$ cat src/rtl/fgr_pkg.sv
// Shared types, constants and the 5x7 font table of the glyph renderer.
`timescale 1ns / 1ps
package fgr_pkg;

  localparam int CHAR_PITCH_DEF = 6;

  localparam int CODE_W    = 8;
  localparam int COORD_W   = 12;
  localparam int POS_W     = 13;   // cursor plus dot offset
  localparam int SCALE_W   = 4;
  localparam int SCREEN_W  = 11;
  localparam int RECT_XY_W = 10;
  localparam int COLOR_W   = 16;
  localparam int GLYPH_N   = 35;
  localparam int GLYPH_IDX_W = 6;

  localparam int CFG_IDX_W  = 8;
  localparam int CFG_DATA_W = 16;

  localparam logic [CFG_IDX_W-1:0] REG_TEXT_COLOR    = 8'd0;
  localparam logic [CFG_IDX_W-1:0] REG_GLYPH_SCALE   = 8'd1;
  localparam logic [CFG_IDX_W-1:0] REG_SCREEN_WIDTH  = 8'd2;
  localparam logic [CFG_IDX_W-1:0] REG_SCREEN_HEIGHT = 8'd3;

  localparam logic [SCREEN_W-1:0] SCREEN_MAX = 11'd1024;
  localparam logic [COORD_W-1:0]  CURSOR_MAX = 12'd4095;

  localparam logic [CODE_W-1:0] CH_SPACE   = 8'h20;
  localparam logic [CODE_W-1:0] CH_UPPER_Z = 8'h5A;
  localparam logic [CODE_W-1:0] CH_LOWER_A = 8'h61;
  localparam logic [CODE_W-1:0] CH_LOWER_Z = 8'h7A;
  localparam logic [CODE_W-1:0] CASE_FOLD  = 8'h40;  // 'a' - ('A' - ' ')

  localparam int IN_DATA_W  = 32;
  localparam int OUT_DATA_W = 48;

  typedef struct packed {
    logic [RECT_XY_W-1:0] x;
    logic [RECT_XY_W-1:0] y;
    logic [SCALE_W-1:0]   w;
    logic [SCALE_W-1:0]   h;
    logic [COLOR_W-1:0]   color;
  } rect_t;

  typedef struct packed {
    logic push;
    logic flush;
  } emit_ctrl_t;

  typedef struct packed {
    logic can_push;
    logic pend_valid;
  } emit_stat_t;

  function automatic logic [GLYPH_IDX_W-1:0] glyph_index(input logic [CODE_W-1:0] code);
    logic [CODE_W-1:0] d;
    d = '0;
    if (code >= CH_SPACE && code <= CH_UPPER_Z) d = code - CH_SPACE;
    else if (code >= CH_LOWER_A && code <= CH_LOWER_Z) d = code - CASE_FOLD;
    return d[GLYPH_IDX_W-1:0];
  endfunction

  // column c occupies bits [7c+6:7c], bit 0 of a column is the top row
  function automatic logic [GLYPH_N-1:0] pack5(input logic [7:0] c0, input logic [7:0] c1,
                                               input logic [7:0] c2, input logic [7:0] c3,
                                               input logic [7:0] c4);
    return {c4[6:0], c3[6:0], c2[6:0], c1[6:0], c0[6:0]};
  endfunction

  function automatic logic [GLYPH_N-1:0] glyph_bits(input logic [GLYPH_IDX_W-1:0] idx);
    logic [GLYPH_N-1:0] g;
    case (idx)
      6'd1:  g = pack5(8'h00, 8'h00, 8'h5F, 8'h00, 8'h00);
      6'd2:  g = pack5(8'h00, 8'h07, 8'h00, 8'h07, 8'h00);
      6'd3:  g = pack5(8'h14, 8'h7F, 8'h14, 8'h7F, 8'h14);
      6'd4:  g = pack5(8'h24, 8'h2A, 8'h7F, 8'h2A, 8'h12);
      6'd5:  g = pack5(8'h23, 8'h13, 8'h08, 8'h64, 8'h62);
      6'd6:  g = pack5(8'h36, 8'h49, 8'h55, 8'h22, 8'h50);
      6'd7:  g = pack5(8'h00, 8'h05, 8'h03, 8'h00, 8'h00);
      6'd8:  g = pack5(8'h00, 8'h1C, 8'h22, 8'h41, 8'h00);
      6'd9:  g = pack5(8'h00, 8'h41, 8'h22, 8'h1C, 8'h00);
      6'd10: g = pack5(8'h08, 8'h2A, 8'h1C, 8'h2A, 8'h08);
      6'd11: g = pack5(8'h08, 8'h08, 8'h3E, 8'h08, 8'h08);
      6'd12: g = pack5(8'h00, 8'h50, 8'h30, 8'h00, 8'h00);
      6'd13: g = pack5(8'h08, 8'h08, 8'h08, 8'h08, 8'h08);
      6'd14: g = pack5(8'h00, 8'h60, 8'h60, 8'h00, 8'h00);
      6'd15: g = pack5(8'h20, 8'h10, 8'h08, 8'h04, 8'h02);
      6'd16: g = pack5(8'h3E, 8'h51, 8'h49, 8'h45, 8'h3E);
      6'd17: g = pack5(8'h00, 8'h42, 8'h7F, 8'h40, 8'h00);
      6'd18: g = pack5(8'h42, 8'h61, 8'h51, 8'h49, 8'h46);
      6'd19: g = pack5(8'h21, 8'h41, 8'h45, 8'h4B, 8'h31);
      6'd20: g = pack5(8'h18, 8'h14, 8'h12, 8'h7F, 8'h10);
      6'd21: g = pack5(8'h27, 8'h45, 8'h45, 8'h45, 8'h39);
      6'd22: g = pack5(8'h3C, 8'h4A, 8'h49, 8'h49, 8'h30);
      6'd23: g = pack5(8'h01, 8'h71, 8'h09, 8'h05, 8'h03);
      6'd24: g = pack5(8'h36, 8'h49, 8'h49, 8'h49, 8'h36);
      6'd25: g = pack5(8'h06, 8'h49, 8'h49, 8'h29, 8'h1E);
      6'd26: g = pack5(8'h00, 8'h36, 8'h36, 8'h00, 8'h00);
      6'd27: g = pack5(8'h00, 8'h56, 8'h36, 8'h00, 8'h00);
      6'd28: g = pack5(8'h00, 8'h08, 8'h14, 8'h22, 8'h41);
      6'd29: g = pack5(8'h14, 8'h14, 8'h14, 8'h14, 8'h14);
      6'd30: g = pack5(8'h41, 8'h22, 8'h14, 8'h08, 8'h00);
      6'd31: g = pack5(8'h02, 8'h01, 8'h51, 8'h09, 8'h06);
      6'd32: g = pack5(8'h32, 8'h49, 8'h79, 8'h41, 8'h3E);
      6'd33: g = pack5(8'h7E, 8'h11, 8'h11, 8'h11, 8'h7E);
      6'd34: g = pack5(8'h7F, 8'h49, 8'h49, 8'h49, 8'h36);
      6'd35: g = pack5(8'h3E, 8'h41, 8'h41, 8'h41, 8'h22);
      6'd36: g = pack5(8'h7F, 8'h41, 8'h41, 8'h22, 8'h1C);
      6'd37: g = pack5(8'h7F, 8'h49, 8'h49, 8'h49, 8'h41);
      6'd38: g = pack5(8'h7F, 8'h09, 8'h09, 8'h01, 8'h01);
      6'd39: g = pack5(8'h3E, 8'h41, 8'h41, 8'h51, 8'h32);
      6'd40: g = pack5(8'h7F, 8'h08, 8'h08, 8'h08, 8'h7F);
      6'd41: g = pack5(8'h00, 8'h41, 8'h7F, 8'h41, 8'h00);
      6'd42: g = pack5(8'h20, 8'h40, 8'h41, 8'h3F, 8'h01);
      6'd43: g = pack5(8'h7F, 8'h08, 8'h14, 8'h22, 8'h41);
      6'd44: g = pack5(8'h7F, 8'h40, 8'h40, 8'h40, 8'h40);
      6'd45: g = pack5(8'h7F, 8'h02, 8'h04, 8'h02, 8'h7F);
      6'd46: g = pack5(8'h7F, 8'h04, 8'h08, 8'h10, 8'h7F);
      6'd47: g = pack5(8'h3E, 8'h41, 8'h41, 8'h41, 8'h3E);
      6'd48: g = pack5(8'h7F, 8'h09, 8'h09, 8'h09, 8'h06);
      6'd49: g = pack5(8'h3E, 8'h41, 8'h51, 8'h21, 8'h5E);
      6'd50: g = pack5(8'h7F, 8'h09, 8'h19, 8'h29, 8'h46);
      6'd51: g = pack5(8'h46, 8'h49, 8'h49, 8'h49, 8'h31);
      6'd52: g = pack5(8'h01, 8'h01, 8'h7F, 8'h01, 8'h01);
      6'd53: g = pack5(8'h3F, 8'h40, 8'h40, 8'h40, 8'h3F);
      6'd54: g = pack5(8'h1F, 8'h20, 8'h40, 8'h20, 8'h1F);
      6'd55: g = pack5(8'h3F, 8'h40, 8'h38, 8'h40, 8'h3F);
      6'd56: g = pack5(8'h63, 8'h14, 8'h08, 8'h14, 8'h63);
      6'd57: g = pack5(8'h07, 8'h08, 8'h70, 8'h08, 8'h07);
      6'd58: g = pack5(8'h61, 8'h51, 8'h49, 8'h45, 8'h43);
      default: g = '0;
    endcase
    return g;
  endfunction

endpackage

$ cat src/rtl/fgr_clip.sv
// Dot square clipper: drops squares off the screen and cuts those crossing an edge.
`timescale 1ns / 1ps
module fgr_clip (
  input  logic [fgr_pkg::POS_W-1:0]    x_pos,
  input  logic [fgr_pkg::POS_W-1:0]    y_pos,
  input  logic [fgr_pkg::SCALE_W-1:0]  scale,
  input  logic [fgr_pkg::SCREEN_W-1:0] scr_w,
  input  logic [fgr_pkg::SCREEN_W-1:0] scr_h,
  output logic                         hit,
  output logic [fgr_pkg::SCALE_W-1:0]  w,
  output logic [fgr_pkg::SCALE_W-1:0]  h
);
  import fgr_pkg::*;

  logic [POS_W:0] x_end;
  logic [POS_W:0] y_end;
  logic [POS_W:0] w_room;
  logic [POS_W:0] h_room;

  always_comb begin
    x_end  = {1'b0, x_pos} + {{(POS_W+1-SCALE_W){1'b0}}, scale};
    y_end  = {1'b0, y_pos} + {{(POS_W+1-SCALE_W){1'b0}}, scale};
    w_room = {{(POS_W+1-SCREEN_W){1'b0}}, scr_w} - {1'b0, x_pos};
    h_room = {{(POS_W+1-SCREEN_W){1'b0}}, scr_h} - {1'b0, y_pos};
    hit = (scale != '0) && ({1'b0, x_pos} < {{(POS_W+1-SCREEN_W){1'b0}}, scr_w})
                        && ({1'b0, y_pos} < {{(POS_W+1-SCREEN_W){1'b0}}, scr_h});
    // room is below scale whenever the square crosses the edge
    w = (x_end > {{(POS_W+1-SCREEN_W){1'b0}}, scr_w}) ? w_room[SCALE_W-1:0] : scale;
    h = (y_end > {{(POS_W+1-SCREEN_W){1'b0}}, scr_h}) ? h_room[SCALE_W-1:0] : scale;
  end

endmodule

$ cat src/rtl/fgr_emit.sv
// Result stage: one held-back square to mark the last one, then the output register.
`timescale 1ns / 1ps
module fgr_emit (
  input  logic                              clk,
  input  logic                              rst,
  input  fgr_pkg::emit_ctrl_t               ctrl,
  input  fgr_pkg::rect_t                    push_rect,
  output fgr_pkg::emit_stat_t               stat,
  output logic                              m_tvalid,
  input  logic                              m_tready,
  output logic [fgr_pkg::OUT_DATA_W-1:0]    m_tdata,  // rect_x, rect_y, rect_w, rect_h, rect_color, zero pad
  output logic                              m_tlast   // last_rect
);
  import fgr_pkg::*;

  rect_t pend;
  logic  pend_valid;
  rect_t out_rect;
  logic  out_last;
  logic  out_free;
  logic  load_out;

  assign out_free       = !m_tvalid || m_tready;
  assign stat.can_push  = !pend_valid || out_free;
  assign stat.pend_valid = pend_valid;
  // held square moves on when a newer one arrives or the character ends
  assign load_out       = pend_valid && out_free && (ctrl.push || ctrl.flush);

  always_ff @(posedge clk) begin
    if (rst) begin
      pend_valid <= 1'b0;
      m_tvalid   <= 1'b0;
    end else begin
      if (load_out) m_tvalid <= 1'b1;
      else if (m_tready) m_tvalid <= 1'b0;
      if (load_out) begin
        out_rect <= pend;
        out_last <= !ctrl.push;
      end
      if (ctrl.push && (!pend_valid || out_free)) begin
        pend       <= push_rect;
        pend_valid <= 1'b1;
      end else if (ctrl.flush && pend_valid && out_free) begin
        pend_valid <= 1'b0;
      end
    end
  end

  assign m_tdata = {{(OUT_DATA_W-2*RECT_XY_W-2*SCALE_W-COLOR_W){1'b0}},
                    out_rect.color, out_rect.h, out_rect.w, out_rect.y, out_rect.x};
  assign m_tlast = out_last;

endmodule

$ cat src/rtl/font_glyph_rect_renderer_core.sv
// Top level of the glyph renderer: registers, cursor and dot sequencer.
`timescale 1ns / 1ps
// Draws one character per input request as filled squares, one per set dot of a 5x7
// column font, walked column by column and top row first, each square glyph_scale on a
// side in text_color and clipped to the screen. begin_string (tuser) loads the cursor from
// start_x/start_y first; afterwards the cursor moves right by CHAR_PITCH*glyph_scale,
// saturating at 4095. A character is accepted, then the dot sequencer checks one dot a
// cycle through the single clip unit, except while a visible dot waits for the held
// square to move on; then the held-back last square is released and the cursor steps,
// with nothing held back for a character with no visible dot. Output back-pressure stalls
// these steps; the input is not ready until the cursor has stepped. m_tlast marks a
// character's final square; a character with no visible dot gives no request at all.
module font_glyph_rect_renderer_core #(
  parameter int CHAR_PITCH = fgr_pkg::CHAR_PITCH_DEF
) (
  input  logic                             clk,
  input  logic                             rst,
  input  logic                             s_tvalid,
  output logic                             s_tready,
  input  logic [fgr_pkg::IN_DATA_W-1:0]    s_tdata,   // char_code, start_x, start_y
  input  logic                             s_tuser,   // begin_string
  output logic                             m_tvalid,
  input  logic                             m_tready,
  output logic [fgr_pkg::OUT_DATA_W-1:0]   m_tdata,   // rect_x, rect_y, rect_w, rect_h, rect_color, zero pad
  output logic                             m_tlast,   // last_rect
  input  logic                             cfg_valid,
  output logic                             cfg_ready,
  input  logic [fgr_pkg::CFG_IDX_W-1:0]    cfg_index,
  input  logic [fgr_pkg::CFG_DATA_W-1:0]   cfg_data
);
  import fgr_pkg::*;

  localparam int ADV_MAX = CHAR_PITCH * 15;
  localparam int ADV_W   = $clog2(ADV_MAX + 1);
  localparam logic [ADV_W-1:0] PITCH = ADV_W'(CHAR_PITCH);
  localparam logic [2:0] LAST_ROW = 3'd6;
  localparam logic [2:0] LAST_COL = 3'd4;

  typedef enum logic [1:0] {IDLE, RUN, FLUSH} state_t;

  state_t state;
  logic [COLOR_W-1:0]  text_color;
  logic [SCALE_W-1:0]  glyph_scale;
  logic [SCREEN_W-1:0] screen_width;
  logic [SCREEN_W-1:0] screen_height;
  logic [COORD_W-1:0]  cursor_x;
  logic [COORD_W-1:0]  cursor_y;
  logic [POS_W-1:0]    x_pos;
  logic [POS_W-1:0]    y_pos;
  logic [2:0]          col;
  logic [2:0]          row;
  logic [GLYPH_N-1:0]  glyph;

  logic [CODE_W-1:0]   in_code;
  logic [COORD_W-1:0]  in_x;
  logic [COORD_W-1:0]  in_y;
  logic [COORD_W-1:0]  base_x;
  logic [COORD_W-1:0]  base_y;
  logic [SCREEN_W-1:0] scr_w;
  logic [SCREEN_W-1:0] scr_h;
  logic                hit;
  logic [SCALE_W-1:0]  clip_w;
  logic [SCALE_W-1:0]  clip_h;
  logic                dot_on;
  logic                step;
  logic [ADV_W-1:0]    advance;
  logic [COORD_W:0]    cursor_x_next;
  emit_ctrl_t          ctrl;
  emit_stat_t          stat;
  rect_t               rect;

  assign in_code = s_tdata[CODE_W-1:0];
  assign in_x    = s_tdata[CODE_W+COORD_W-1:CODE_W];
  assign in_y    = s_tdata[CODE_W+2*COORD_W-1:CODE_W+COORD_W];
  assign base_x  = s_tuser ? in_x : cursor_x;
  assign base_y  = s_tuser ? in_y : cursor_y;

  assign scr_w = (screen_width  > SCREEN_MAX) ? SCREEN_MAX : screen_width;
  assign scr_h = (screen_height > SCREEN_MAX) ? SCREEN_MAX : screen_height;

  assign s_tready  = (state == IDLE);
  assign cfg_ready = 1'b1;

  fgr_clip u_clip (
    .x_pos (x_pos),
    .y_pos (y_pos),
    .scale (glyph_scale),
    .scr_w (scr_w),
    .scr_h (scr_h),
    .hit   (hit),
    .w     (clip_w),
    .h     (clip_h)
  );

  assign dot_on     = glyph[0] && hit;
  // a visible dot waits while the held square cannot move on
  assign step       = (state == RUN) && (!dot_on || stat.can_push);
  assign ctrl.push  = (state == RUN) && dot_on;
  assign ctrl.flush = (state == FLUSH);

  assign rect.x     = x_pos[RECT_XY_W-1:0];
  assign rect.y     = y_pos[RECT_XY_W-1:0];
  assign rect.w     = clip_w;
  assign rect.h     = clip_h;
  assign rect.color = text_color;

  assign advance       = PITCH * ADV_W'(glyph_scale);
  assign cursor_x_next = {1'b0, cursor_x} + (COORD_W+1)'(advance);

  fgr_emit u_emit (
    .clk       (clk),
    .rst       (rst),
    .ctrl      (ctrl),
    .push_rect (rect),
    .stat      (stat),
    .m_tvalid  (m_tvalid),
    .m_tready  (m_tready),
    .m_tdata   (m_tdata),
    .m_tlast   (m_tlast)
  );

  always_ff @(posedge clk) begin
    if (rst) begin
      state         <= IDLE;
      text_color    <= 16'hFFFF;
      glyph_scale   <= 4'd1;
      screen_width  <= 11'd240;
      screen_height <= 11'd320;
      cursor_x      <= '0;
      cursor_y      <= '0;
    end else begin
      if (cfg_valid) begin
        case (cfg_index)
          REG_TEXT_COLOR:    text_color    <= cfg_data;
          REG_GLYPH_SCALE:   glyph_scale   <= cfg_data[SCALE_W-1:0];
          REG_SCREEN_WIDTH:  screen_width  <= cfg_data[SCREEN_W-1:0];
          REG_SCREEN_HEIGHT: screen_height <= cfg_data[SCREEN_W-1:0];
          default: ;
        endcase
      end
      case (state)
        IDLE: begin
          if (s_tvalid) begin
            cursor_x <= base_x;
            cursor_y <= base_y;
            x_pos    <= {1'b0, base_x};
            y_pos    <= {1'b0, base_y};
            col      <= '0;
            row      <= '0;
            glyph    <= glyph_bits(glyph_index(in_code));
            state    <= RUN;
          end
        end
        RUN: begin
          if (step) begin
            glyph <= glyph >> 1;
            if (row == LAST_ROW) begin
              row   <= '0;
              col   <= col + 3'd1;
              y_pos <= {1'b0, cursor_y};
              x_pos <= x_pos + POS_W'(glyph_scale);
              if (col == LAST_COL) state <= FLUSH;
            end else begin
              row   <= row + 3'd1;
              y_pos <= y_pos + POS_W'(glyph_scale);
            end
          end
        end
        FLUSH: begin
          if (!stat.pend_valid) begin
            cursor_x <= (cursor_x_next > {1'b0, CURSOR_MAX}) ? CURSOR_MAX
                                                             : cursor_x_next[COORD_W-1:0];
            state    <= IDLE;
          end
        end
        default: state <= IDLE;
      endcase
    end
  end

endmodule

$ cat config.mk
export PLATFORM = sky130hd
export DESIGN_NAME = font_glyph_rect_renderer_core
export DESIGN_NICKNAME = d
export VERILOG_FILES = /design/src/rtl/fgr_pkg.sv /design/src/rtl/fgr_clip.sv /design/src/rtl/fgr_emit.sv /design/src/rtl/font_glyph_rect_renderer_core.sv
export SDC_FILE = /design/constraint.sdc
export NUM_CORES = 1
export LEC_CHECK = 0
export BUFFER_PORTS_ARGS = -buffer_cell sky130_fd_sc_hd__buf_2
export CAP_MARGIN = 30
export CORE_ASPECT_RATIO = 1.4
export CORE_MARGIN = 1
export CORE_UTILIZATION = 55
export CTS_BUF_LIST = sky130_fd_sc_hd__clkbuf_16
export DETAILED_ROUTE_END_ITERATION = 7
export HOLD_SLACK_MARGIN = 0.12
export PLACE_DENSITY = 0.83
export SLEW_MARGIN = 5
export SYNTH_ARGS = -nofsm -noshare
export SYNTH_HDL_FRONTEND = slang
export SYNTH_SLANG_ARGS = --single-unit
$ cat constraint.sdc
create_clock -name clk -period 5.8 [get_ports clk]
set_input_delay 0.87 -clock clk [delete_from_list [all_inputs] [get_ports clk]]
set_output_delay 0.87 -clock clk [all_outputs]
set_load 0.01 [all_outputs]
==> qor.yml, run 1 <==
run_status: "finished, final reports clean"
cp_max_fo: 30
finalHoldViolCount: 0
period_share_pct: 71.5
crit_path_frequent_cell: "ha_1"
cts_sinks: 226
yosysUniqueCellTypes: 80
leakage_nw: 6.12
min_period_ns: 4.15
cp-startpoint: "s_tdata[3]"
dieArea_mm2: 0.0252
drtPass1Iterations: 6
fin_area_mm2: 0.0151
grt_usage_pct: 38.4
ir_drop_v: 0.000315
wl_mm: 48.0
cts_buffers: 22
crit_required_ns: 6.04
pre_cts_ws_ns: 1.23
synthFlopType: "edfxtp_1"
crit_path_end: "glyph[23]"
drive_gt1_share_pct: 13.7
drv_cap: 0
layout_commonest_cell: "nand2_1"
synth_edf_count: 156
layout_common_cells: "nand2_1, edfxtp_1, nor2_1"
tightest_slew_ns: 1.00
insertion_delay_ns: 0.51
antenna_found_initial: 0
power_density_mw_per_mm2: 263
detail_route.wl_per_cell_um: 26.7
diodes: 0
critPathCaptureType: "flip-flop"
placed_cell_area_mm2: 0.0144
syn_inst: 1387
grt_overflow: 0
critical_path_arrival_ns: 4.39
htree_levels: 1
ys_ff_latch: 226
worstPathCellList: "buf_2 > nor2_2 > a21boi_2 > a21o_1 > and2_1 > inv_1 > ha_1 > ha_1 > nor2_1 > nand2_1 > and3_1 > a2111oi_0 > o21ai_1"
grt_max_degree: 52
synth_async_sr_flop_share_pct: 0
min_path_type: "flip-flop to flip-flop"
post_cts_buffers: 0
critPathSlowestCell: "buf_2"
cts_tree: "built"
clock.fmax_mhz: 241
grt_pass1_vias: 12114
cts.repair.resized: 0
io_pins: 114
yosys_warnings: 0
syn-cell-area_mm2: 0.0135
chipWidth_um: 134
gp_congestion: 1.04
cp.buffers_inverters: 2
dieHeight_um: 187
slew_headroom_pct: 33.1
rsz0062_at_grt: "no"
finClkSkew_ns: 0.00904
syn_to_final_growth_pct: 12.0
drv_slew: 0
startpoint_type: "primary input"
critPathTopFamily: "compound AO/OA/AOI/OAI gates"
route.detailed.drc: 0
via_per_inst: 6.65
setup_viol: 0
core_region_area_mm2: 0.0241
ant_nets: 0
ys_seq_area_share_pct: 45.1
rrSetupSlack_ns: 1.88
hold_buffers: 0
cts_buffer_depth: 3
grt_pass1_wl_mm: 72.2
hpwlAfterDp_mm: 34.7
r2r_cells: 13
cp.depth: 13
avgSynthCellArea_um2: 9.74
critPathKind: "primary input to flip-flop"
start_util_pct: 56.1
final.setup.worst_slack_ns: 1.65
r2r-start: "y_pos[0]"
r2r_end: "u_emit.pend[17]"
slowest_delay_ns: 0.43
finalSetupTns_ns: 0
ctsRootBufferMaster: "clkbuf_16"
fin_nets: 1635
clk_pin_slew_ns: 0.07
num_rows: 67
portBuffers: 108
vias: 11951
drt_iter0_markers: 1151
## cells in the mapped netlist (all sizes together), types with 12 or more instances
cell	count	area (µm²)
nand2	161	607
edfxtp	156	4680
nor2	118	445
a21oi	108	548
ha	95	1190
dfxtp	70	1400
mux2i	64	641
o21ai	62	310
clkbuf	54	203
inv	52	195
a31oi	34	228
buf	34	189
nand3	33	165
nor3	22	110
o211ai	22	165
a211oi	19	143
o22ai	18	113
xor2	18	158
nand2b	17	106
xnor2	17	149
a21o	16	120
and3	16	100
nand4	12	75.1
## flip-flops by register name, summed over array words and instances (netlist names)
signal,flops
u_emit.m_tdata,44
u_emit.pend,44
glyph,35
text_color,16
x_pos,13
y_pos,13
cursor_x,12
cursor_y,12
screen_height,11
screen_width,11
glyph_scale,4
col,3
row,3
state,2
u_emit.m_tlast,1
u_emit.m_tvalid,1
u_emit.pend_valid,1
## stage by stage
stage	instances	power (mW)	utilization, %	hold slack (ns)
2_1_floorplan	1390	2.27	-	0.400
5_1_grt	1798	4.08	62.9	0.424
3_5_place_dp	1757	2.50	59.8	0.405
3_3_place_gp	1756	2.49	59.7	0.401
6_report	1798	3.97	62.9	0.416
4_1_cts	1797	3.95	62.9	0.417
## report_power, final
part | total (mW) | leakage [nW] | internal, mW | switching [mW]
clock network | 1.48 | 0.368 | 0.830 | 0.648
logic | 0.654 | 3.74 | 0.223 | 0.431
registers | 1.84 | 2.01 | 1.79 | 0.0501
## cell type report
type / count / area [µm²]
timing repair buffer: 146 / 821
clock buffer: 25 / 626
fill: 1927 / 8930
tap: 310 / 388
sequential: 226 / 6090
inverter: 55 / 206
clock inverter: 15 / 121
multi-input combinational: 1021 / 6880
## cells by family after synthesis
logic type               after synthesis  synth area share (%)
AND/OR/NAND/NOR                      425                  14.4
buffers and inverters                143                  4.43
other                                  2                0.0556
flip-flops                           226                  45.1
XOR/XNOR                              35                  2.27
AO/OA/AOI/OAI                        389                  19.2
adder cells (fa/ha/maj)              101                  9.69
multiplexers                          66                  4.91
## routing by layer
metal	vias up	GRT usage, %	part of all wire, %
met5	-	0	0
met4	0	30.1	8.8
met3	215	4.91	6.4
met2	672	68.9	51
met1	5762	39.8	34
li1	5302	-	-
## how the worst min path moves through the flow
stage,start,endpoint,slack (ns),cells after the start
after floorplan,u_emit.pend[34],u_emit.m_tdata[0],0.40,0
after detailed placement,u_emit.pend[27],u_emit.m_tdata[13],0.40,0
after global placement,u_emit.pend[32],u_emit.m_tdata[18],0.40,0
after CTS,u_emit.pend[27],u_emit.m_tdata[13],0.42,0
final,u_emit.pend[30],u_emit.m_tdata[16],0.42,0
after global routing,u_emit.pend[29],u_emit.m_tdata[15],0.42,0
Power figures use the tool's default switching activity.
==> run 2: changes to the inputs <==
Clock period 5.8 ns to 3.7 ns, I/O delays scaled along.
==> run 2 against run 1 <==
Setup slack worse by 1.5 ns. Utilization increased by 2.8 points. Critical path depth did not move. Count of clock-buffer cells in the layout fell by 3. First-iteration DRC count increased by 6.5%. Non-clock buffer count grew 88. Global-route usage is 0.38 points higher. Register-to-register slack got worse by 1.7 ns. Final cell count rose by 4.8%. Clock skew rose by 0.010 ns. Clock power is 48% higher.
==> qor.yml, run 2 (same netlist as run 1, synthesis figures left out) <==
via_per_inst: 6.62  # -0.39%
final_core_util_pct: 65.7  # +2.8 points
chipWidth_um: 134  # unchanged
dieArea_mm2: 0.0252  # unchanged
dieHeight_um: 187  # unchanged
vias: 12481  # +4.4%
crit_required_ns: 3.94  # -2.10 ns
drv_slew: 0  # unchanged
cts_sinks: 226  # unchanged
ir_drop_v: 0.000322  # +2.1%
ctsRootBufferMaster: "clkbuf_16"
wl_mm: 48.8  # +1.5%
core_region_area_mm2: 0.0241  # unchanged
insertion_delay_ns: 0.51  # about the same
drt_iter0_markers: 1226  # +6.5%
drv_cap: 0  # unchanged
num_rows: 67  # unchanged
critical_path_arrival_ns: 3.79  # -0.60 ns
grt_pass1_wl_mm: 73.0  # +1.1%
finalHoldViolCount: 0  # unchanged
power_density_mw_per_mm2: 393  # +50%
gr-max-usage-layer: "met2"
clock.fmax_mhz: 281
cts_buffers: 21  # -4.5%
grt_overflow: 0  # unchanged
min_period_ns: 3.56
gp_congestion: 1.03  # -0.81%
portBuffers: 108  # unchanged
critPathKind: "flip-flop to flip-flop"
post_cts_buffers: 0  # unchanged
power.total_mw: 6.21  # +56%
clk_pin_slew_ns: 0.07  # about the same
fin_nets: 1722  # +5.3%
htree_levels: 1  # unchanged
detail_route.wl_per_cell_um: 25.9  # -3.1%
period_share_pct: 96.1
met2_usage_pct: 67.8  # -1.2 points
start_util_pct: 56.1  # unchanged
cp_max_fo: 4  # -87%
finalSetupTns_ns: 0  # unchanged
route.detailed.drc: 0  # unchanged
grt_use_met3_pct: 5.26  # +0.35 points
cts_buffer_depth: 3  # unchanged
drive_gt1_share_pct: 18.3  # +4.6 points
final.setup.worst_slack_ns: 0.144  # -1.51 ns
layout_commonest_cell: "nand2_1"
grt_usage_pct: 38.7  # +0.38 points
slew_headroom_pct: 41.5  # +8.4 points
run_status: "finished, final reports clean"
setup_viol: 0  # unchanged
finClkSkew_ns: 0.0194  # +0.0104 ns
hpwlAfterDp_mm: 36.0  # +3.7%
cts_tree: "built"
syn_to_final_growth_pct: 17.0
layout_common_cells: "nand2_1, edfxtp_1, buf_4"
drtPass1Iterations: 6  # unchanged
grt_max_degree: 46  # -12%
ant_nets: 0  # unchanged
gr-usage-met1_pct: 39.0  # -0.81 points
antenna_found_initial: 1  # +1
critPathCaptureType: "flip-flop"
io_pins: 114  # unchanged
leakage_nw: 6.54  # +6.9%
min_path_type: "primary input to flip-flop"
rsz0062_at_grt: "no"
startpoint_type: "flip-flop"
tightest_slew_ns: 0.878  # -0.126 ns
n_fill_cell: 1922  # -0.26%
pre_cts_ws_ns: 0.0246  # -1.20 ns
grt_pass1_vias: 12587  # +3.9%
==> run 2: path summary, 6_finish.rpt <==
path / endpoint / slack [ns] / cells past startpoint / from
max: u_emit.pend[21] / 0.14 / 13 / x_pos[0]
min: text_color[15] / 0.29 / 3 / cfg_data[15]
max reg2reg: u_emit.pend[21] / 0.14 / 13 / x_pos[0]
min reg2reg: u_emit.m_tdata[20] / 0.42 / 0 / u_emit.pend[20]
==> run 2: report_power, final <==
group | switching [mW] | total [mW] | internal, mW
registers | 0.0810 | 2.89 | 2.81
clock network | 0.971 | 2.19 | 1.22
logic | 0.701 | 1.12 | 0.424
==> run 2: per-layer routing <==
| metal | wire length, µm | part of all wire, % |
|---|---|---|
| met5 | 0 | 0 |
| met4 | 5430 | 11 |
| met3 | 3420 | 7.0 |
| met1 | 15700 | 32 |
| met2 | 24200 | 50 |
==> run 2: cell type report <==
| cell class | count | area (µm²) | area share [%] |
|---|---|---|---|
| antenna | 1 | 2.50 | 0.0158 |
| clock buffer | 22 | 551 | 3.48 |
| clock inverter | 16 | 131 | 0.831 |
| inverter | 55 | 206 | 1.31 |
| multi-input combinational | 1021 | 6910 | 43.7 |
| sequential | 226 | 6090 | 38.5 |
| tap | 310 | 388 | 2.45 |
| timing repair buffer | 234 | 1540 | 9.72 |
==> run 2: critical path, cell delays in order (launching register included) <==
cell       delay, ns
edfxtp_1        0.45
ha_1            0.25
fa_1            0.47
a21o_1          0.22
a31oi_2         0.24
nor2_1          0.12
xor2_1          0.17
ha_1            0.34
nand2_1         0.08
nor2_1          0.05
a2111oi_0       0.38
o21a_1          0.20
o311ai_2        0.17
mux2i_1         0.17
==> run 2: what timing repair did <==
action                                  CTS  global route
hold endpoints to repair                  0             0
resized for setup                         1             3
hold buffers                              0             0
cloned                                    0             0
endpoints found under the setup margin    4             8
==> run 2: per-stage QoR <==
| stage | hold WS, ns | instances | cell area, µm² |
|---|---|---|---|
| after floorplan | 0.400 | 1390 | 13600 |
| after global placement | 0.401 | 1846 | 15100 |
| after detailed placement | 0.405 | 1846 | 15100 |
| after CTS | 0.288 | 1884 | 15800 |
| after global routing | 0.294 | 1884 | 15800 |
| final | 0.289 | 1885 | 15800 |
==> run 3: changes to the inputs <==
Settings changed: CELL_PAD_IN_SITES_DETAIL_PLACEMENT set to 1, CELL_PAD_IN_SITES_GLOBAL_PLACEMENT set to 1, CORE_ASPECT_RATIO 1.4 to not set, CORE_UTILIZATION 55 to 43.
==> run 3 against run 2 <==
Largest power group unchanged. Fmax decreased by 2.4%. Clock skew up 0.016 ns. Global-route usage fell by 7.1 points. Clock power rose by 9.6%. The flow now finishes with violations (design-rule violations).
==> qor.yml, run 3 (same netlist as run 1, synthesis figures left out) <==
pre_cts_ws_ns: -0.190  # -0.215 ns
crit_required_ns: 3.95  # about the same
grt_pass1_vias: 12871  # +2.3%
critPathKind: "flip-flop to flip-flop"
vias: 12228  # -2.0%
route.detailed.drc: 24  # +24
run_status: "complete, but fails checks"
multi_input_area_mm2: 0.00693  # +0.29%
critPathSlowestCell: "edfxtp_1"
cts_sinks: 226  # unchanged
crit_path_frequent_cell: "ha_1"
min_path_type: "primary input to flip-flop"
cts_buffers: 25  # +19%
final_cell_count_no_fill: 1963  # +4.1%
finClkSkew_ns: 0.0354  # +0.0160 ns
violations: "design-rule violations"
grt_usage_pct: 31.6  # -7.1 points
finalSetupTns_ns: 0  # unchanged
cp_max_fo: 6  # +2
clk_pin_slew_ns: 0.06  # about the same
leakage_nw: 6.52  # -0.32%
drv_cap: 0  # unchanged
final_core_util_pct: 51.8  # -14 points
fin_nets: 1711  # -0.64%
hpwlAfterDp_mm: 38.0  # +5.5%
dieArea_mm2: 0.0321  # +27%
finalHoldViolCount: 0  # unchanged
slew_headroom_pct: 37.4  # -4.1 points
syn_to_final_growth_pct: 17.9
grt_overflow: 0  # unchanged
hold_buffers: 0  # unchanged
ir_drop_v: 0.000248  # -23%
placed_cell_area_mm2: 0.0151  # -0.13%
grt_max_degree: 52  # +13%
dieHeight_um: 179  # -4.4%
num_rows: 64  # -4.5%
slowest_delay_ns: 0.53  # +0.06 ns
io_pins: 114  # unchanged
core_region_area_mm2: 0.0307  # +28%
ctsRootBufferMaster: "clkbuf_16"
final.setup.worst_slack_ns: 0.0550  # -0.0889 ns
drv_slew: 0  # unchanged
worstPathCellList: "ha_1 > a211o_1 > a21oi_2 > nand2b_1 > xnor2_1 > ha_1 > a2111oi_2 > a211oi_1 > o21ai_0 > o21ai_2 > mux2i_1"
wl_mm: 50.9  # +4.4%
insertion_delay_ns: 0.55  # +0.04 ns
clock.fmax_mhz: 274  # -2.4%
layout_common_cells: "nand2_1, edfxtp_1, nor2_1"
cts_buffer_depth: 3  # unchanged
critical_path_arrival_ns: 3.90  # +0.11 ns
seqCellArea_mm2: 0.00609  # unchanged
rsz0062_at_grt: "yes"
drt_iter0_markers: 1067  # -13%
start_util_pct: 43.9  # -12 points
portBuffers: 108  # unchanged
dp_cells: 1915  # +3.7%
tightest_slew_ns: 0.939  # +0.0616 ns
layout_commonest_cell: "nand2_1"
diodes: 0  # -1
startpoint_type: "flip-flop"
n_fill_cell: 3486  # +81%
cts_tree: "built"
antenna_found_initial: 0  # -1
drtPass1Iterations: 7  # +1
period_share_pct: 98.5  # +2.4 points
min_period_ns: 3.64  # +0.0889 ns
htree_levels: 1  # unchanged
power_density_mw_per_mm2: 402  # +2.5%
detail_route.wl_per_cell_um: 25.9  # +0.21%
via_per_inst: 6.23  # -5.9%
chipWidth_um: 179  # +33%
grt_pass1_wl_mm: 76.5  # +4.8%
gp_congestion: 1.01  # -2.5%
critPathCaptureType: "flip-flop"
fin_area_mm2: 0.0159  # +0.75%
setup_viol: 0  # unchanged
drive_gt1_share_pct: 18.3  # -0.046 points
ant_nets: 0  # unchanged
run 3: power by group:
group / switching, mW / total, mW / internal, mW
clock: 1.07 / 2.40 / 1.33
sequential: 0.0783 / 2.89 / 2.81
combinational: 0.707 / 1.12 / 0.414
total: 1.86 / 6.41 / 4.55
run 3: repair_timing:
action	CTS	global route
pin swaps	0	1
gates cloned	0	0
buffers inserted	0	2
endpoints found under the setup margin	8	97
gates resized for setup	3	5
run 3: final timing paths:
path | from | endpoint | slack [ns] | cells after the start
min reg2reg | u_emit.pend[42] | u_emit.m_tdata[8] | 0.42 | 0
max reg2reg | y_pos[1] | u_emit.pend[16] | 0.06 | 11
max | y_pos[1] | u_emit.pend[16] | 0.06 | 11
min | cfg_data[12] | text_color[12] | 0.22 | 3
run 3: stage by stage:
step,hold WS [ns],power [mW]
2_1_floorplan,0.400,3.55
3_3_place_gp,0.401,3.98
3_5_place_dp,0.406,4.02
4_1_cts,0.221,6.41
5_1_grt,0.230,6.62
6_report,0.225,6.41
run 3: cell type report:
cell class | count | share of cell area [%]
multi-input combinational | 1021 | 43.5
timing repair buffer | 219 | 8.94
inverter | 55 | 1.30
sequential | 226 | 38.2
clock inverter | 19 | 0.707
tap | 396 | 3.11
clock buffer | 27 | 4.24
run 3: metal layers:
layer	track usage (%)	routed length (µm)
met5	0	0
met4	20.8	3590
met3	3.92	2790
met2	55.2	25200
met1	36.3	19300
run 3: worst max-delay path, delay by kind of cell, from the launching register on:
kind            cells  cell delay [ns]
compound gates      6             1.70
flops               1             0.53
simple gates        1             0.16
mux                 1             0.17
xor+xnor            1             0.14
fa+ha+maj           2             0.65
